File: src/design/stq_pkg.sv
package stq_pkg;

  localparam int unsigned TimerSlots = 32;
  localparam int unsigned SlotW      = 6;
  localparam int unsigned IdxW       = (TimerSlots > 1) ? $clog2(TimerSlots) : 1;
  localparam logic [31:0] FarDeadline = 32'hffff_ffff;

  typedef enum logic [2:0] {
    CMD_ALLOC = 3'd0,
    CMD_FREE  = 3'd1,
    CMD_BIND  = 3'd2,
    CMD_ARM   = 3'd3,
    CMD_TICK  = 3'd4
  } cmd_e;

  typedef enum logic [1:0] {
    KIND_ACK    = 2'd0,
    KIND_EXPIRE = 2'd1,
    KIND_TASK   = 2'd2,
    KIND_ERROR  = 2'd3
  } kind_e;

  typedef enum logic [1:0] {
    ST_FREE  = 2'd0,
    ST_ALLOC = 2'd1,
    ST_RUN   = 2'd2
  } slot_st_e;

  // One queue entry: a running timer in deadline order.
  typedef struct packed {
    logic              vld;
    logic [SlotW-1:0]  slot;
    logic [31:0]       deadline;
  } entry_t;

  // Broadcast from the controller to every cell.
  typedef struct packed {
    logic              ins;      // insert new entry at sorted place
    logic              pop;      // shift whole row one step toward head
    logic [SlotW-1:0]  slot;
    logic [31:0]       deadline;
  } cell_ctl_t;

endpackage

File: src/design/stq_cell.sv
module stq_cell
  import stq_pkg::*;
(
  input  logic      clk_i,
  input  logic      rst_ni,
  input  logic      head_i,    // cell at the head of the row
  input  cell_ctl_t ctl_i,
  input  entry_t    left_i,    // neighbor toward head
  input  entry_t    right_i,   // neighbor toward tail
  output entry_t    ent_o
);

  entry_t ent_q, ent_d;
  logic   here_before, left_before;

  // New entry goes ahead of entries with equal deadline.
  // Nothing sits left of the head cell, so it never shifts in from there.
  assign here_before = !ent_q.vld || (ctl_i.deadline <= ent_q.deadline);
  assign left_before = !head_i &&
                       (!left_i.vld || (ctl_i.deadline <= left_i.deadline));

  always_comb begin
    ent_d = ent_q;
    if (ctl_i.pop) begin
      ent_d = right_i;
    end else if (ctl_i.ins && here_before) begin
      if (left_before) begin
        ent_d = left_i;
      end else begin
        ent_d.vld      = 1'b1;
        ent_d.slot     = ctl_i.slot;
        ent_d.deadline = ctl_i.deadline;
      end
    end
  end

  always_ff @(posedge clk_i or negedge rst_ni) begin
    if (!rst_ni) begin
      ent_q <= '0;
    end else begin
      ent_q <= ent_d;
    end
  end

  assign ent_o = ent_q;

endmodule
File: config.mk
export PLATFORM = sky130hd
export DESIGN_NAME = stq_cell
export DESIGN_NICKNAME = d
export VERILOG_FILES = /design/src/design/stq_pkg.sv /design/src/design/stq_cell.sv
export SDC_FILE = /design/constraint.sdc
export NUM_CORES = 1
export LEC_CHECK = 0
export BUFFER_PORTS_ARGS = -buffer_cell sky130_fd_sc_hd__clkbuf_2
export CAP_MARGIN = 10
export CORE_MARGIN = 3
export CORE_UTILIZATION = 53
export DETAILED_ROUTE_END_ITERATION = 8
export PLACE_DENSITY = 0.87
export RECOVER_POWER = 100
export SLEW_MARGIN = 20
export SYNTH_ARGS = -nofsm -noshare
export SYNTH_HDL_FRONTEND = slang
export SYNTH_SLANG_ARGS = --single-unit
File: constraint.sdc
create_clock -name clk_i -period 4.9 [get_ports clk_i]
set_input_delay 0.49 -clock clk_i [delete_from_list [all_inputs] [get_ports clk_i]]
set_output_delay 0.49 -clock clk_i [all_outputs]
set_load 0.01 [all_outputs]
==> impl_summary.log, run 1 <==
INFO  metric run_status = complete, but fails checks
INFO  metric violations = capacitance limit, slew limit
INFO  metric finalNetCount = around 740
INFO  metric grt.overflow.total = 0
INFO  metric cap_viol_max_count = 2
INFO  metric clock_skew = approximately 0.0097 ns
INFO  metric yosys_warnings = 0
INFO  metric synthArstFlopShare = 100%
INFO  metric finalMaxSlewViolations = 81
INFO  metric grt_pass1_wl = approximately 17000 um
INFO  metric timing.hold.worst.class = in -> reg
INFO  metric coreArea = 0.00653 sq mm
INFO  metric dr.first_iter.drc_count = between 150 and 200
INFO  metric design.portCount = 160
INFO  metric synthesis.area_per_instance = 9.13 sq um
INFO  metric tritoncts_clock_tree = done
INFO  metric grt_usage = approximately a quarter
INFO  metric crit_path_end_kind = flop
INFO  metric die_area = around 0.0080 sq mm
INFO  metric drc_errors_left = 0
INFO  metric die_height = approximately 89 um
INFO  metric routed_wirelength = around 11000 um
INFO  metric clk-insertion-delay-late = about 0.3 ns
INFO  metric seq_area = 976 sq um
INFO  metric antenna_found_initial = 0
INFO  metric routed_antenna_nets = 0
INFO  metric period_share = 78.6%
INFO  metric detail_route.first_pass.iterations = 4
INFO  metric syn_nets = between 500 and 600
INFO  metric die-width = roughly 89 um
INFO  metric multiplexer_share_of_the_synthesized_area = between 10 and 15%
INFO  metric layout_min_cycle_time = between 3 and 4 ns
INFO  metric synth_simple_gate_area_share = 7.89%
INFO  metric starting_density = 56.3%
INFO  metric multiInputGateArea = 0.00234 sq mm
INFO  metric cp_max_fanout = 40
INFO  metric buffers_on_ports = about 160
INFO  metric synth-adder-area-share = 21.8%
INFO  metric worst_ir_drop_vdd = around 0.00013 V
INFO  metric placementRows = 29
INFO  metric clk_root_buffer_cell = sky130_fd_sc_hd__clkbuf_8
INFO  metric drive_gt1_share = ~28%
INFO  metric ys.flop_type = sky130_fd_sc_hd__dfrtp_1
INFO  metric cts.repair.resized = 0
INFO  metric p_leak = between 2 and 2.5 nW
INFO  metric cts.sink_count = 39
INFO  metric critPathArrivalTime = 4.06 ns
INFO  metric power.density = around 250 mW/mm^2
INFO  metric antenna_cells_inserted = 0
INFO  metric synthesis.instances = between 400 and 500
INFO  metric fmax = between 200 and 300 MHz
INFO  metric synth-seq-area-share = 26.5%
INFO  metric post_synth_xor_area_fraction = 0%
INFO  metric grt_start_max_net_pins = about 40
INFO  metric yosys.cell_types.count = 41
INFO  metric netlist_area = 0.00368 sq mm
INFO  metric synth_enable_flop_cells = 0
INFO  metric hold_buffers = 0
INFO  metric post-cts-setup-buffers = 0
INFO  metric route.detailed.vias_per_inst = slightly below 6
INFO  metric htreeDepth = 2
INFO  metric cp.required = ~5.1 ns
INFO  metric main_combinational_cell_family_by_area_after_synthesis = compound AO/OA/AOI/OAI gates
INFO  metric cts_inserted_buffers = 5
INFO  metric filler_cell_count = ~550
INFO  metric instances_no_fill = 634
INFO  metric clock_tree.buffer_depth = 2
INFO  metric timing_hold_violations_final = 0
INFO  metric largest_reg_flops = 39
INFO  metric timing_worst_slew_pin_value = roughly 2.3 ns
INFO  metric first_global_vias = between 3000 and 4000
INFO  metric placed_cells_incl_taps = between 600 and 700
INFO  metric place.detailed.hpwl = 8350 um
INFO  metric setup-violations-final = 0
INFO  metric avgRoutedWirePerCell = between 15 and 20 um
INFO  metric dr_total_vias = roughly 3700
INFO  metric timing.max_slew.rel_slack = -50.7%
INFO  metric syn2layout_area_growth = 23.3%
INFO  metric routabilityCongestion = 0.890
INFO  metric synth-seq-cells = 39
INFO  metric critical_path.startpoint_type = flop
INFO  metric utilization_of_the_core_after_routing = a little over two thirds
INFO  metric setup_repair_after_global_routing_missed_its_margin = false
INFO  metric fraction_of_the_mapped_netlist_area_in_compound_gates = between 20% and 30%
INFO  metric setup-tns-final = 0 ns
INFO  metric clkTransAtPathRegs = ~0.09 ns
INFO  metric criticalPathCategory = reg -> reg
==> where the power goes <==
group | switching [W] | total, W | internal, W
combinational | 0.000274 | 0.000479 | 0.000205
clock | 0.000123 | 0.000252 | 0.000129
sequential | 0.0000392 | 0.000409 | 0.000370
total | 0.000436 | 0.00114 | 0.000704
==> cell families after synthesis <==
| logic type | after synthesis |
|---|---|
| compound gates | 132 |
| flops | 39 |
| simple gates | 49 |
| mux | 38 |
| buf+inv | 81 |
| fa+ha+maj | 64 |
==> cell type report <==
class,count,share of cell area [%]
Multi-Input combinational cell,283,51.7
Sequential cell,39,21.5
Timing Repair Buffer,162,17.1
Inverter,65,5.38
Clock buffer,8,2.21
Tap cell,77,2.12
==> metrics by stage <==
step | hold slack (ns) | cell area [sq um] | worst slack, ns | power [W]
final | 0.477 | 4540 | 1.05 | 0.00114
after global routing | 0.473 | 4540 | 0.874 | 0.00122
after CTS | 0.405 | 4590 | 1.99 | 0.00116
after detailed placement | 0.552 | 4490 | 1.68 | 0.000902
after global placement | 0.544 | 4490 | 1.83 | 0.000881
after floorplan | 0.194 | 3680 | 2.53 | 0.000718
==> path summary, 6_finish.rpt <==
kind                              from        end  cells after the start  slack (ns)
min in group asynchronous       rst_ni  ent_o[25]                      1        0.85
min                        right_i[16]  ent_o[16]                      3        0.48
min reg2reg                  ent_o[36]  ent_o[36]                      2        0.57
max reg2reg                  ent_o[23]  ent_o[26]                     10        1.05
max in group asynchronous       rst_ni  ent_o[27]                      1        2.74
max                          ent_o[23]  ent_o[26]                     10        1.05
==> Yosys cell counts, types with 4 or more instances <==
cell type / number / area, sq um
sky130_fd_sc_hd__inv_1: 65 / 244
sky130_fd_sc_hd__ha_1: 64 / 801
sky130_fd_sc_hd__a21oi_1: 46 / 230
sky130_fd_sc_hd__dfrtp_1: 39 / 976
sky130_fd_sc_hd__mux2i_1: 38 / 380
sky130_fd_sc_hd__o22ai_1: 38 / 238
sky130_fd_sc_hd__a21oi_2: 21 / 184
sky130_fd_sc_hd__nand2_1: 14 / 52.6
sky130_fd_sc_hd__nand4_1: 12 / 75.1
sky130_fd_sc_hd__clkbuf_1: 5 / 18.8
sky130_fd_sc_hd__nand3_1: 5 / 25.0
sky130_fd_sc_hd__o21ai_0: 5 / 25.0
sky130_fd_sc_hd__buf_2: 4 / 20.0
sky130_fd_sc_hd__buf_6: 4 / 45.0
==> critical path: stages, from the launching register on <==
cell and delay (ns):
sky130_fd_sc_hd__dfrtp_1 0.38, sky130_fd_sc_hd__inv_1 0.05, sky130_fd_sc_hd__ha_1 0.32, sky130_fd_sc_hd__nand4_1 0.15
sky130_fd_sc_hd__or4_1 0.59, sky130_fd_sc_hd__o21ai_1 0.17, sky130_fd_sc_hd__a21oi_1 0.12, sky130_fd_sc_hd__o21ai_4 0.07
sky130_fd_sc_hd__clkbuf_1 1.41, sky130_fd_sc_hd__o22ai_1 0.25, sky130_fd_sc_hd__a21oi_1 0.22
==> layout by cell type (no fill, tap or decap), types with 2 or more instances in the layout <==
master / instances
sky130_fd_sc_hd__clkbuf_2: 119
sky130_fd_sc_hd__inv_1: 65
sky130_fd_sc_hd__ha_1: 64
sky130_fd_sc_hd__a21oi_1: 46
sky130_fd_sc_hd__clkbuf_1: 42
sky130_fd_sc_hd__dfrtp_1: 39
sky130_fd_sc_hd__mux2i_1: 38
sky130_fd_sc_hd__o22ai_1: 38
sky130_fd_sc_hd__a21oi_2: 20
sky130_fd_sc_hd__nand2_1: 14
sky130_fd_sc_hd__nand4_1: 12
sky130_fd_sc_hd__clkbuf_8: 7
sky130_fd_sc_hd__nand3_1: 5
sky130_fd_sc_hd__o21ai_0: 5
sky130_fd_sc_hd__nor2_1: 3
sky130_fd_sc_hd__nor2b_1: 3
sky130_fd_sc_hd__o211ai_1: 3
sky130_fd_sc_hd__a21o_1: 3
sky130_fd_sc_hd__o21ai_1: 3
sky130_fd_sc_hd__nand4_2: 2
sky130_fd_sc_hd__nor4_2: 2
sky130_fd_sc_hd__o21a_1: 2
sky130_fd_sc_hd__nor3_1: 2
sky130_fd_sc_hd__or4_1: 2
==> layer usage <==
| layer | global-route usage (%) | share of wire (%) | vias to the layer above |
|---|---|---|---|
| li1 | - | - | 1787 |
| met1 | 30.7 | 42 | 1740 |
| met2 | 48.5 | 50 | 158 |
| met3 | 4.61 | 6.0 | 18 |
| met4 | 10.6 | 1.4 | 0 |
| met5 | 0 | 0 | - |
Note: power is estimated with default switching activity, not from simulation.
==> run 2, diff against run 1 <==
--- a/config.mk
+++ b/config.mk
@@ -8,9 +8,9 @@
 export BUFFER_PORTS_ARGS = -buffer_cell sky130_fd_sc_hd__clkbuf_2
 export CAP_MARGIN = 10
 export CORE_MARGIN = 3
-export CORE_UTILIZATION = 53
+export CORE_UTILIZATION = 49
 export DETAILED_ROUTE_END_ITERATION = 8
-export PLACE_DENSITY = 0.87
+export PLACE_DENSITY = 0.81
 export RECOVER_POWER = 100
 export SLEW_MARGIN = 20
 export SYNTH_ARGS = -nofsm -noshare
==> constraint.sdc (replaced) <==
create_clock -name clk_i -period 4 [get_ports clk_i]
set_input_delay 0.4 -clock clk_i [delete_from_list [all_inputs] [get_ports clk_i]]
set_output_delay 0.4 -clock clk_i [all_outputs]
set_load 0.01 [all_outputs]
==> run 2 against run 1 <==
Net effect: the flow still finishes with violations (capacitance limit, slew limit); cell area shrank 0.17%; first-iteration DRC count down 29%; wire length shrank 2.0%; register-to-register slack lost 0.14 ns; combinational power rose by 20%; sequential share of layout area barely moved; maximum frequency grew 25%; clock skew down 0.0010 ns; cell count increased by 2.8%; power grew 16%; worst setup slack got worse by 0.14 ns.
==> impl_summary.log, run 2 (synthesized netlist as in run 1, its figures left out) <==
INFO  metric finalInstanceArea = 0.00453 sq mm (was 0.00454 sq mm)
INFO  metric fmax = 324 MHz (was 260 MHz)
INFO  metric filler_cell_count = 636 (was 545)
INFO  metric critical_path.startpoint_type = flop (unchanged)
INFO  metric timing_worst_slew_pin_value = 2.32 ns (was 2.26 ns)
INFO  metric buffers_on_ports = 159 (unchanged)
INFO  metric p_clk_share = 19.0% (was 22.1%)
INFO  metric seq_power_share = 37.8% (was 35.9%)
INFO  metric route.detailed.vias_per_inst = 5.64 (was 5.84)
INFO  metric timing.hold.worst.class = in -> reg (unchanged)
INFO  metric avgRoutedWirePerCell = 16.1 um (was 16.9 um)
INFO  metric most-common-layout-cells = sky130_fd_sc_hd__clkbuf_2, sky130_fd_sc_hd__inv_1, sky130_fd_sc_hd__ha_1 (unchanged)
INFO  metric routabilityCongestion = 0.876 (was 0.890)
INFO  metric hold_buffers = 0 (unchanged)
INFO  metric routed_wirelength = 10500 um (was 10700 um)
INFO  metric clock_tree.buffer_depth = 2 (unchanged)
INFO  metric grt.overflow.total = 0 (unchanged)
INFO  metric cts.repair.resized = 0 (unchanged)
INFO  metric die_area = 0.00859 sq mm (was 0.00798 sq mm)
INFO  metric p_leak = 2.43 nW (was 2.44 nW)
INFO  metric power.share.switching = 38.5% (was 38.3%)
INFO  metric placement.cell_area = 0.00451 sq mm (was 0.00449 sq mm)
INFO  metric placed_cells_incl_taps = 646 (was 626)
INFO  metric setup-tns-final = 0 ns (unchanged)
INFO  metric mostFrequentLayoutCell = sky130_fd_sc_hd__clkbuf_2 (unchanged)
INFO  metric whs_path_depth = 3 (unchanged)
INFO  metric switchingPower = 0.000512 W (was 0.000436 W)
INFO  metric dr.first_iter.drc_count = 109 (was 153)
INFO  metric intPower = 0.000816 W (was 0.000704 W)
INFO  metric setup_repair_after_global_routing_missed_its_margin = false (unchanged)
INFO  metric cts_inserted_buffers = 5 (unchanged)
INFO  metric criticalPathCategory = reg -> reg (unchanged)
INFO  metric violations = capacitance limit, slew limit (unchanged)
INFO  metric timing_hold_violations_final = 0 (unchanged)
INFO  metric critPathArrivalTime = 3.29 ns (was 4.06 ns)
INFO  metric syn2layout_area_growth = 23.1% (was 23.3%)
INFO  metric cp.required = 4.20 ns (was 5.11 ns)
INFO  metric multiInputGateArea = 0.00234 sq mm (unchanged)
INFO  metric timing.max_slew.rel_slack = -54.4% (was -50.7%)
INFO  metric tritoncts_clock_tree = done (unchanged)
INFO  metric grt_start_max_net_pins = 41 (unchanged)
INFO  metric clk-insertion-delay-late = 0.28 ns (was 0.30 ns)
INFO  metric detailedPlace.worstSlack = 1.23 ns (was 1.68 ns)
INFO  metric antenna_found_initial = 0 (unchanged)
INFO  metric setup-violations-final = 0 (unchanged)
INFO  metric grt_usage = 24.4% (was 26.6%)
INFO  metric finalNetCount = 742 (was 741)
INFO  metric clkTransAtPathRegs = 0.08 ns (was 0.09 ns)
INFO  metric routed_antenna_nets = 0 (unchanged)
INFO  metric starting_density = 52.4% (was 56.3%)
INFO  metric dr_total_vias = 3677 (was 3703)
INFO  metric setup_slack = 0.914 ns (was 1.05 ns)
INFO  metric cap_viol_max_count = 1 (was 2)
INFO  metric drive_gt1_share = 28.4% (about the same)
INFO  metric r2r_cells = 10 (unchanged)
INFO  metric p_total = 0.00133 W (was 0.00114 W)
INFO  metric place.detailed.hpwl = 8260 um (was 8350 um)
INFO  metric coreArea = 0.00702 sq mm (was 0.00653 sq mm)
INFO  metric antenna_cells_inserted = 0 (unchanged)
INFO  metric worst_ir_drop_vdd = 0.000154 V (was 0.000128 V)
INFO  metric detail_route.first_pass.iterations = 4 (unchanged)
INFO  metric largest_reg_flops = 39 (unchanged)
INFO  metric cts.sink_count = 39 (unchanged)
INFO  metric design.portCount = 160 (unchanged)
INFO  metric cp_max_fanout = 40 (unchanged)
INFO  metric run_status = complete, but fails checks (unchanged)
INFO  metric combPwrFrac = 43.3% (was 42.0%)
INFO  metric die-width = 92.7 um (was 89.3 um)
INFO  metric layout_min_cycle_time = 3.09 ns (was 3.85 ns)
INFO  metric finalMaxSlewViolations = 40 (was 81)
INFO  metric clk_root_buffer_cell = sky130_fd_sc_hd__clkbuf_8 (unchanged)
INFO  metric drc_errors_left = 0 (unchanged)
INFO  metric htreeDepth = 2 (unchanged)
INFO  metric grt_pass1_wl = 17200 um (was 16600 um)
INFO  metric period_share = 77.2% (was 78.6%)
INFO  metric seq_area = 976 sq um (unchanged)
INFO  metric placementRows = 30 (was 29)
INFO  metric first_global_vias = 3815 (was 3789)
INFO  metric clock_skew = 0.00864 ns (was 0.00967 ns)
INFO  metric crit_path_end_kind = flop (unchanged)
INFO  metric instances_no_fill = 652 (was 634)
INFO  metric power.density = 293 mW/mm^2 (was 251 mW/mm^2)
INFO  metric post-cts-setup-buffers = 0 (unchanged)
INFO  metric die_height = 92.7 um (was 89.3 um)
==> run 2: changes by cell type in the layout (fill, tap and decap cells not counted), sizes merged <==
cell    change
buf         +1
clkbuf      -2
==> run 2: path summary, 6_finish.rpt <==
check | end | start | slack, ns
max | ent_o[17] | ent_o[3] | 0.91
min | ent_o[36] | right_i[36] | 0.39
max reg2reg | ent_o[17] | ent_o[3] | 0.91
min reg2reg | ent_o[36] | ent_o[36] | 0.57
max in group asynchronous | ent_o[28] | rst_ni | 1.88
min in group asynchronous | ent_o[9] | rst_ni | 0.81
==> run 2: cell type report <==
type	count	area share, %
flip-flops and latches	39	21.5
multi-input cells	283	51.7
repair buffers	163	17.1
inverters	65	5.39
well taps	96	2.65
clock buffers	6	1.60
==> run 2: worst max-delay path, stage by stage (launching register included) <==
cell	delay (ns)
sky130_fd_sc_hd__dfrtp_1	0.41
sky130_fd_sc_hd__inv_1	0.07
sky130_fd_sc_hd__ha_1	0.32
sky130_fd_sc_hd__nand4_1	0.09
sky130_fd_sc_hd__or4_1	0.56
sky130_fd_sc_hd__o21ai_0	0.19
sky130_fd_sc_hd__a21oi_1	0.12
sky130_fd_sc_hd__o21ai_4	0.07
sky130_fd_sc_hd__clkbuf_2	0.75
sky130_fd_sc_hd__o22ai_1	0.20
sky130_fd_sc_hd__a21oi_1	0.19
==> run 2: metrics by stage <==
| stage | hold slack (ns) | util [%] |
|---|---|---|
| floorplan | 0.104 | - |
| global placement | 0.549 | 64.2 |
| detailed placement | 0.556 | 64.2 |
| CTS | 0.334 | 65.3 |
| global route | 0.382 | 64.5 |
| finish | 0.392 | 64.5 |
==> run 2: routing by layer <==
metal | wire, um | part of all wire [%] | GRT usage [%]
met3 | 734 | 7.0 | 3.98
met5 | 0 | 0 | 0
met1 | 4430 | 42 | 29.3
met2 | 5240 | 50 | 45.3
met4 | 108 | 1.0 | 5.86
==> run 2: power by group through the flow <==
stage          Clock (W)  Sequential (W)  Combinational, W
2_1_floorplan          0        0.000529          0.000350
3_3_place_gp           0        0.000506          0.000575
3_5_place_dp           0        0.000509          0.000592
4_1_cts         0.000266        0.000501          0.000594
5_1_grt         0.000282        0.000509          0.000644
6_report        0.000252        0.000501          0.000575
==> run 3, diff against run 2 <==
--- a/config.mk
+++ b/config.mk
@@ -8,9 +8,9 @@
 export BUFFER_PORTS_ARGS = -buffer_cell sky130_fd_sc_hd__clkbuf_2
 export CAP_MARGIN = 10
 export CORE_MARGIN = 3
-export CORE_UTILIZATION = 49
+export CORE_UTILIZATION = 44
 export DETAILED_ROUTE_END_ITERATION = 8
-export PLACE_DENSITY = 0.81
+export PLACE_DENSITY = 0.77
 export RECOVER_POWER = 100
 export SLEW_MARGIN = 20
 export SYNTH_ARGS = -nofsm -noshare
==> constraint.sdc (replaced) <==
create_clock -name clk_i -period 2.47 [get_ports clk_i]
set_input_delay 0.247 -clock clk_i [delete_from_list [all_inputs] [get_ports clk_i]]
set_output_delay 0.247 -clock clk_i [all_outputs]
set_load 0.01 [all_outputs]
==> run 3 against run 2 <==
Net effect: clock skew shrank 0.0029 ns; sequential power grew 62%; sequential share of layout area shrank 1.6 points; core utilization shrank 2.7 points; hold slack lost 0.16 ns; the run still ends with capacitance limit, slew limit left; largest power group unchanged; die area grew 11%; maximum frequency grew 26%; critical path type unchanged.
==> impl_summary.log, run 3 (synthesized netlist as in run 1, its figures left out) <==
INFO  metric rrSetupSlack = 0.02 ns (was 0.91 ns)
INFO  metric grt_pass1_wl = 17700 um (was 17200 um)
INFO  metric finalMaxSlewViolations = 40 (unchanged)
INFO  metric setup_repair_after_global_routing_missed_its_margin = true (was false)
INFO  metric drive_gt1_share = 37.5% (was 28.4%)
INFO  metric cap_viol_max_count = 1 (unchanged)
INFO  metric worst_hold_slack = 0.232 ns (was 0.392 ns)
INFO  metric die_height = 97.5 um (was 92.7 um)
INFO  metric routed_wirelength = 11300 um (was 10500 um)
INFO  metric grt.overflow.total = 0 (unchanged)
INFO  metric grt_usage = 22.4% (was 24.4%)
INFO  metric die_area = 0.00950 sq mm (was 0.00859 sq mm)
INFO  metric critPathArrivalTime = 2.63 ns (was 3.29 ns)
INFO  metric timing.max_slew.rel_slack = -51.2% (was -54.4%)
INFO  metric cts_inserted_buffers = 5 (unchanged)
INFO  metric die-width = 97.5 um (was 92.7 um)
INFO  metric drc_errors_left = 0 (unchanged)
INFO  metric clock_skew = 0.00578 ns (was 0.00864 ns)
INFO  metric dr_total_vias = 3701 (was 3677)
INFO  metric criticalPathCategory = reg -> reg (unchanged)
INFO  metric p_leak = 2.63 nW (was 2.43 nW)
INFO  metric clock_tree.buffer_depth = 2 (unchanged)
INFO  metric r2r_cells = 10 (unchanged)
INFO  metric finalNetCount = 754 (was 742)
INFO  metric setup-tns-final = 0 ns (unchanged)
INFO  metric timing.hold.worst.class = in -> reg (unchanged)
INFO  metric worst_ir_drop_vdd = 0.000230 V (was 0.000154 V)
INFO  metric syn2layout_area_growth = 33.2% (was 23.1%)
INFO  metric tritoncts_clock_tree = done (unchanged)
INFO  metric place.detailed.hpwl = 8850 um (was 8260 um)
INFO  metric filler_cell_count = 732 (was 636)
INFO  metric setup-violations-final = 0 (unchanged)
INFO  metric dr.first_iter.drc_count = 140 (was 109)
INFO  metric worst_hold_path.endpoint = ent_o[1] (was ent_o[36])
INFO  metric routabilityCongestion = 0.867 (was 0.876)
INFO  metric critical_path.startpoint_type = flop (unchanged)
INFO  metric first_global_vias = 3826 (was 3815)
INFO  metric period_share = 99.3% (was 77.2%)
INFO  metric routed_antenna_nets = 0 (unchanged)
INFO  metric power.density = 484 mW/mm^2 (was 293 mW/mm^2)
INFO  metric min-delay-start = right_i[1] (was right_i[36])
INFO  metric most-common-layout-cells = sky130_fd_sc_hd__clkbuf_2, sky130_fd_sc_hd__inv_1, sky130_fd_sc_hd__ha_1 (unchanged)
INFO  metric clkTransAtPathRegs = 0.08 ns (about the same)
INFO  metric hold_buffers = 0 (unchanged)
INFO  metric fmax = 408 MHz (was 324 MHz)
INFO  metric seq_area = 976 sq um (unchanged)
INFO  metric layout_min_cycle_time = 2.45 ns (was 3.09 ns)
INFO  metric cp_max_fanout = 6 (was 40)
INFO  metric detail_route.first_pass.iterations = 4 (unchanged)
INFO  metric mostFrequentLayoutCell = sky130_fd_sc_hd__clkbuf_2 (unchanged)
INFO  metric route.detailed.vias_per_inst = 5.51 (was 5.64)
INFO  metric utilization_of_the_core_after_routing = 61.8% (was 64.5%)
INFO  metric crit_path_end_kind = flop (unchanged)
INFO  metric cp.required = 2.65 ns (was 4.20 ns)
INFO  metric antenna_cells_inserted = 0 (unchanged)
INFO  metric worstReg2RegEnd = ent_o[27] (was ent_o[17])
INFO  metric coreArea = 0.00793 sq mm (was 0.00702 sq mm)
INFO  metric starting_density = 46.4% (was 52.4%)
INFO  metric largest_reg_flops = 39 (unchanged)
INFO  metric worstReg2RegStart = ent_o[27] (was ent_o[3])
INFO  metric violations = capacitance limit, slew limit (unchanged)
INFO  metric run_status = complete, but fails checks (unchanged)
INFO  metric htreeDepth = 2 (unchanged)
INFO  metric clk_root_buffer_cell = sky130_fd_sc_hd__clkbuf_8 (unchanged)
INFO  metric grt_start_max_net_pins = 40 (was 41)
INFO  metric timing_hold_violations_final = 0 (unchanged)
INFO  metric avgRoutedWirePerCell = 16.8 um (was 16.1 um)
INFO  metric clk-insertion-delay-late = 0.29 ns (was 0.28 ns)
INFO  metric antenna_found_initial = 0 (unchanged)
INFO  metric timing_worst_slew_pin_value = 2.27 ns (was 2.32 ns)
INFO  metric placementRows = 32 (was 30)
INFO  metric whs_path_depth = 3 (unchanged)
INFO  metric design.portCount = 160 (unchanged)
INFO  metric cts.sink_count = 39 (unchanged)
INFO  metric multiInputGateArea = 0.00245 sq mm (was 0.00234 sq mm)
INFO  metric buffers_on_ports = 159 (unchanged)
-- run 3: changes by cell type in the layout (fill, tap and decap cells not counted), sizes merged --
cell    change
buf        +11
clkbuf      +3
-- run 3: how the worst max path moves through the flow --
stage                     slack, ns  depth (start not counted)         to       start
final                          0.02                         10  ent_o[27]   ent_o[27]
after global routing          -0.06                         10  ent_o[21]    ent_o[5]
after CTS                      0.03                          9  ent_o[17]   ent_o[25]
after detailed placement      -0.03                         11  ent_o[14]  left_i[14]
after global placement        -0.03                         11  ent_o[19]  left_i[15]
after floorplan                0.22                         11  ent_o[11]   ent_o[23]
-- run 3: routing by layer --
| metal | vias up | global-route usage (%) | share of wire (%) |
|---|---|---|---|
| met5 | - | 0 | 0 |
| met2 | 150 | 39.5 | 50 |
| met3 | 11 | 4.81 | 7.2 |
| met1 | 1728 | 27.8 | 42 |
| li1 | 1812 | - | - |
| met4 | 0 | 4.90 | 0.81 |
-- run 3: report_power, final --
part	switching (W)	leakage (nW)	internal, W
clock network	0.000234	0.0515	0.000255
logic	0.000573	2.13	0.000495
registers	0.0000784	0.447	0.000734
-- run 3: critical path: stages (launching register included) --
cell                        delay [ns]
sky130_fd_sc_hd__dfrtp_1          0.40
sky130_fd_sc_hd__inv_2            0.07
sky130_fd_sc_hd__ha_4             0.27
sky130_fd_sc_hd__nand4_1          0.17
sky130_fd_sc_hd__or4_4            0.61
sky130_fd_sc_hd__o21ai_4          0.14
sky130_fd_sc_hd__a21oi_2          0.08
sky130_fd_sc_hd__o21ai_4          0.09
sky130_fd_sc_hd__and2_4           0.27
sky130_fd_sc_hd__clkbuf_16        0.19
sky130_fd_sc_hd__a21oi_1          0.06
-- run 3: what timing repair did --
action / 4_1_cts / 5_1_grt
setup endpoints to repair: 0 / 39
gates resized for setup: 0 / 18
setup buffers: 0 / 5
-- run 3: layout make-up --
cell class                 instances  share of cell area, %
multi-input combinational        283                   49.9
timing repair buffer             175                   20.5
sequential                        39                   19.9
inverter                          65                   4.98
tap                              102                   2.60
clock buffer                       8                   2.04
-- run 3: stage by stage --
step / total power, W / cell area, sq um / worst slack [ns] / instances
floorplan: 0.00142 / 3680 / 0.225 / 403
detailed placement: 0.00182 / 4610 / -0.0317 / 656
CTS: 0.00232 / 4710 / 0.0325 / 664
global placement: 0.00179 / 4610 / -0.0317 / 656
finish: 0.00237 / 4900 / 0.0175 / 672
global route: 0.00254 / 4900 / -0.0650 / 672
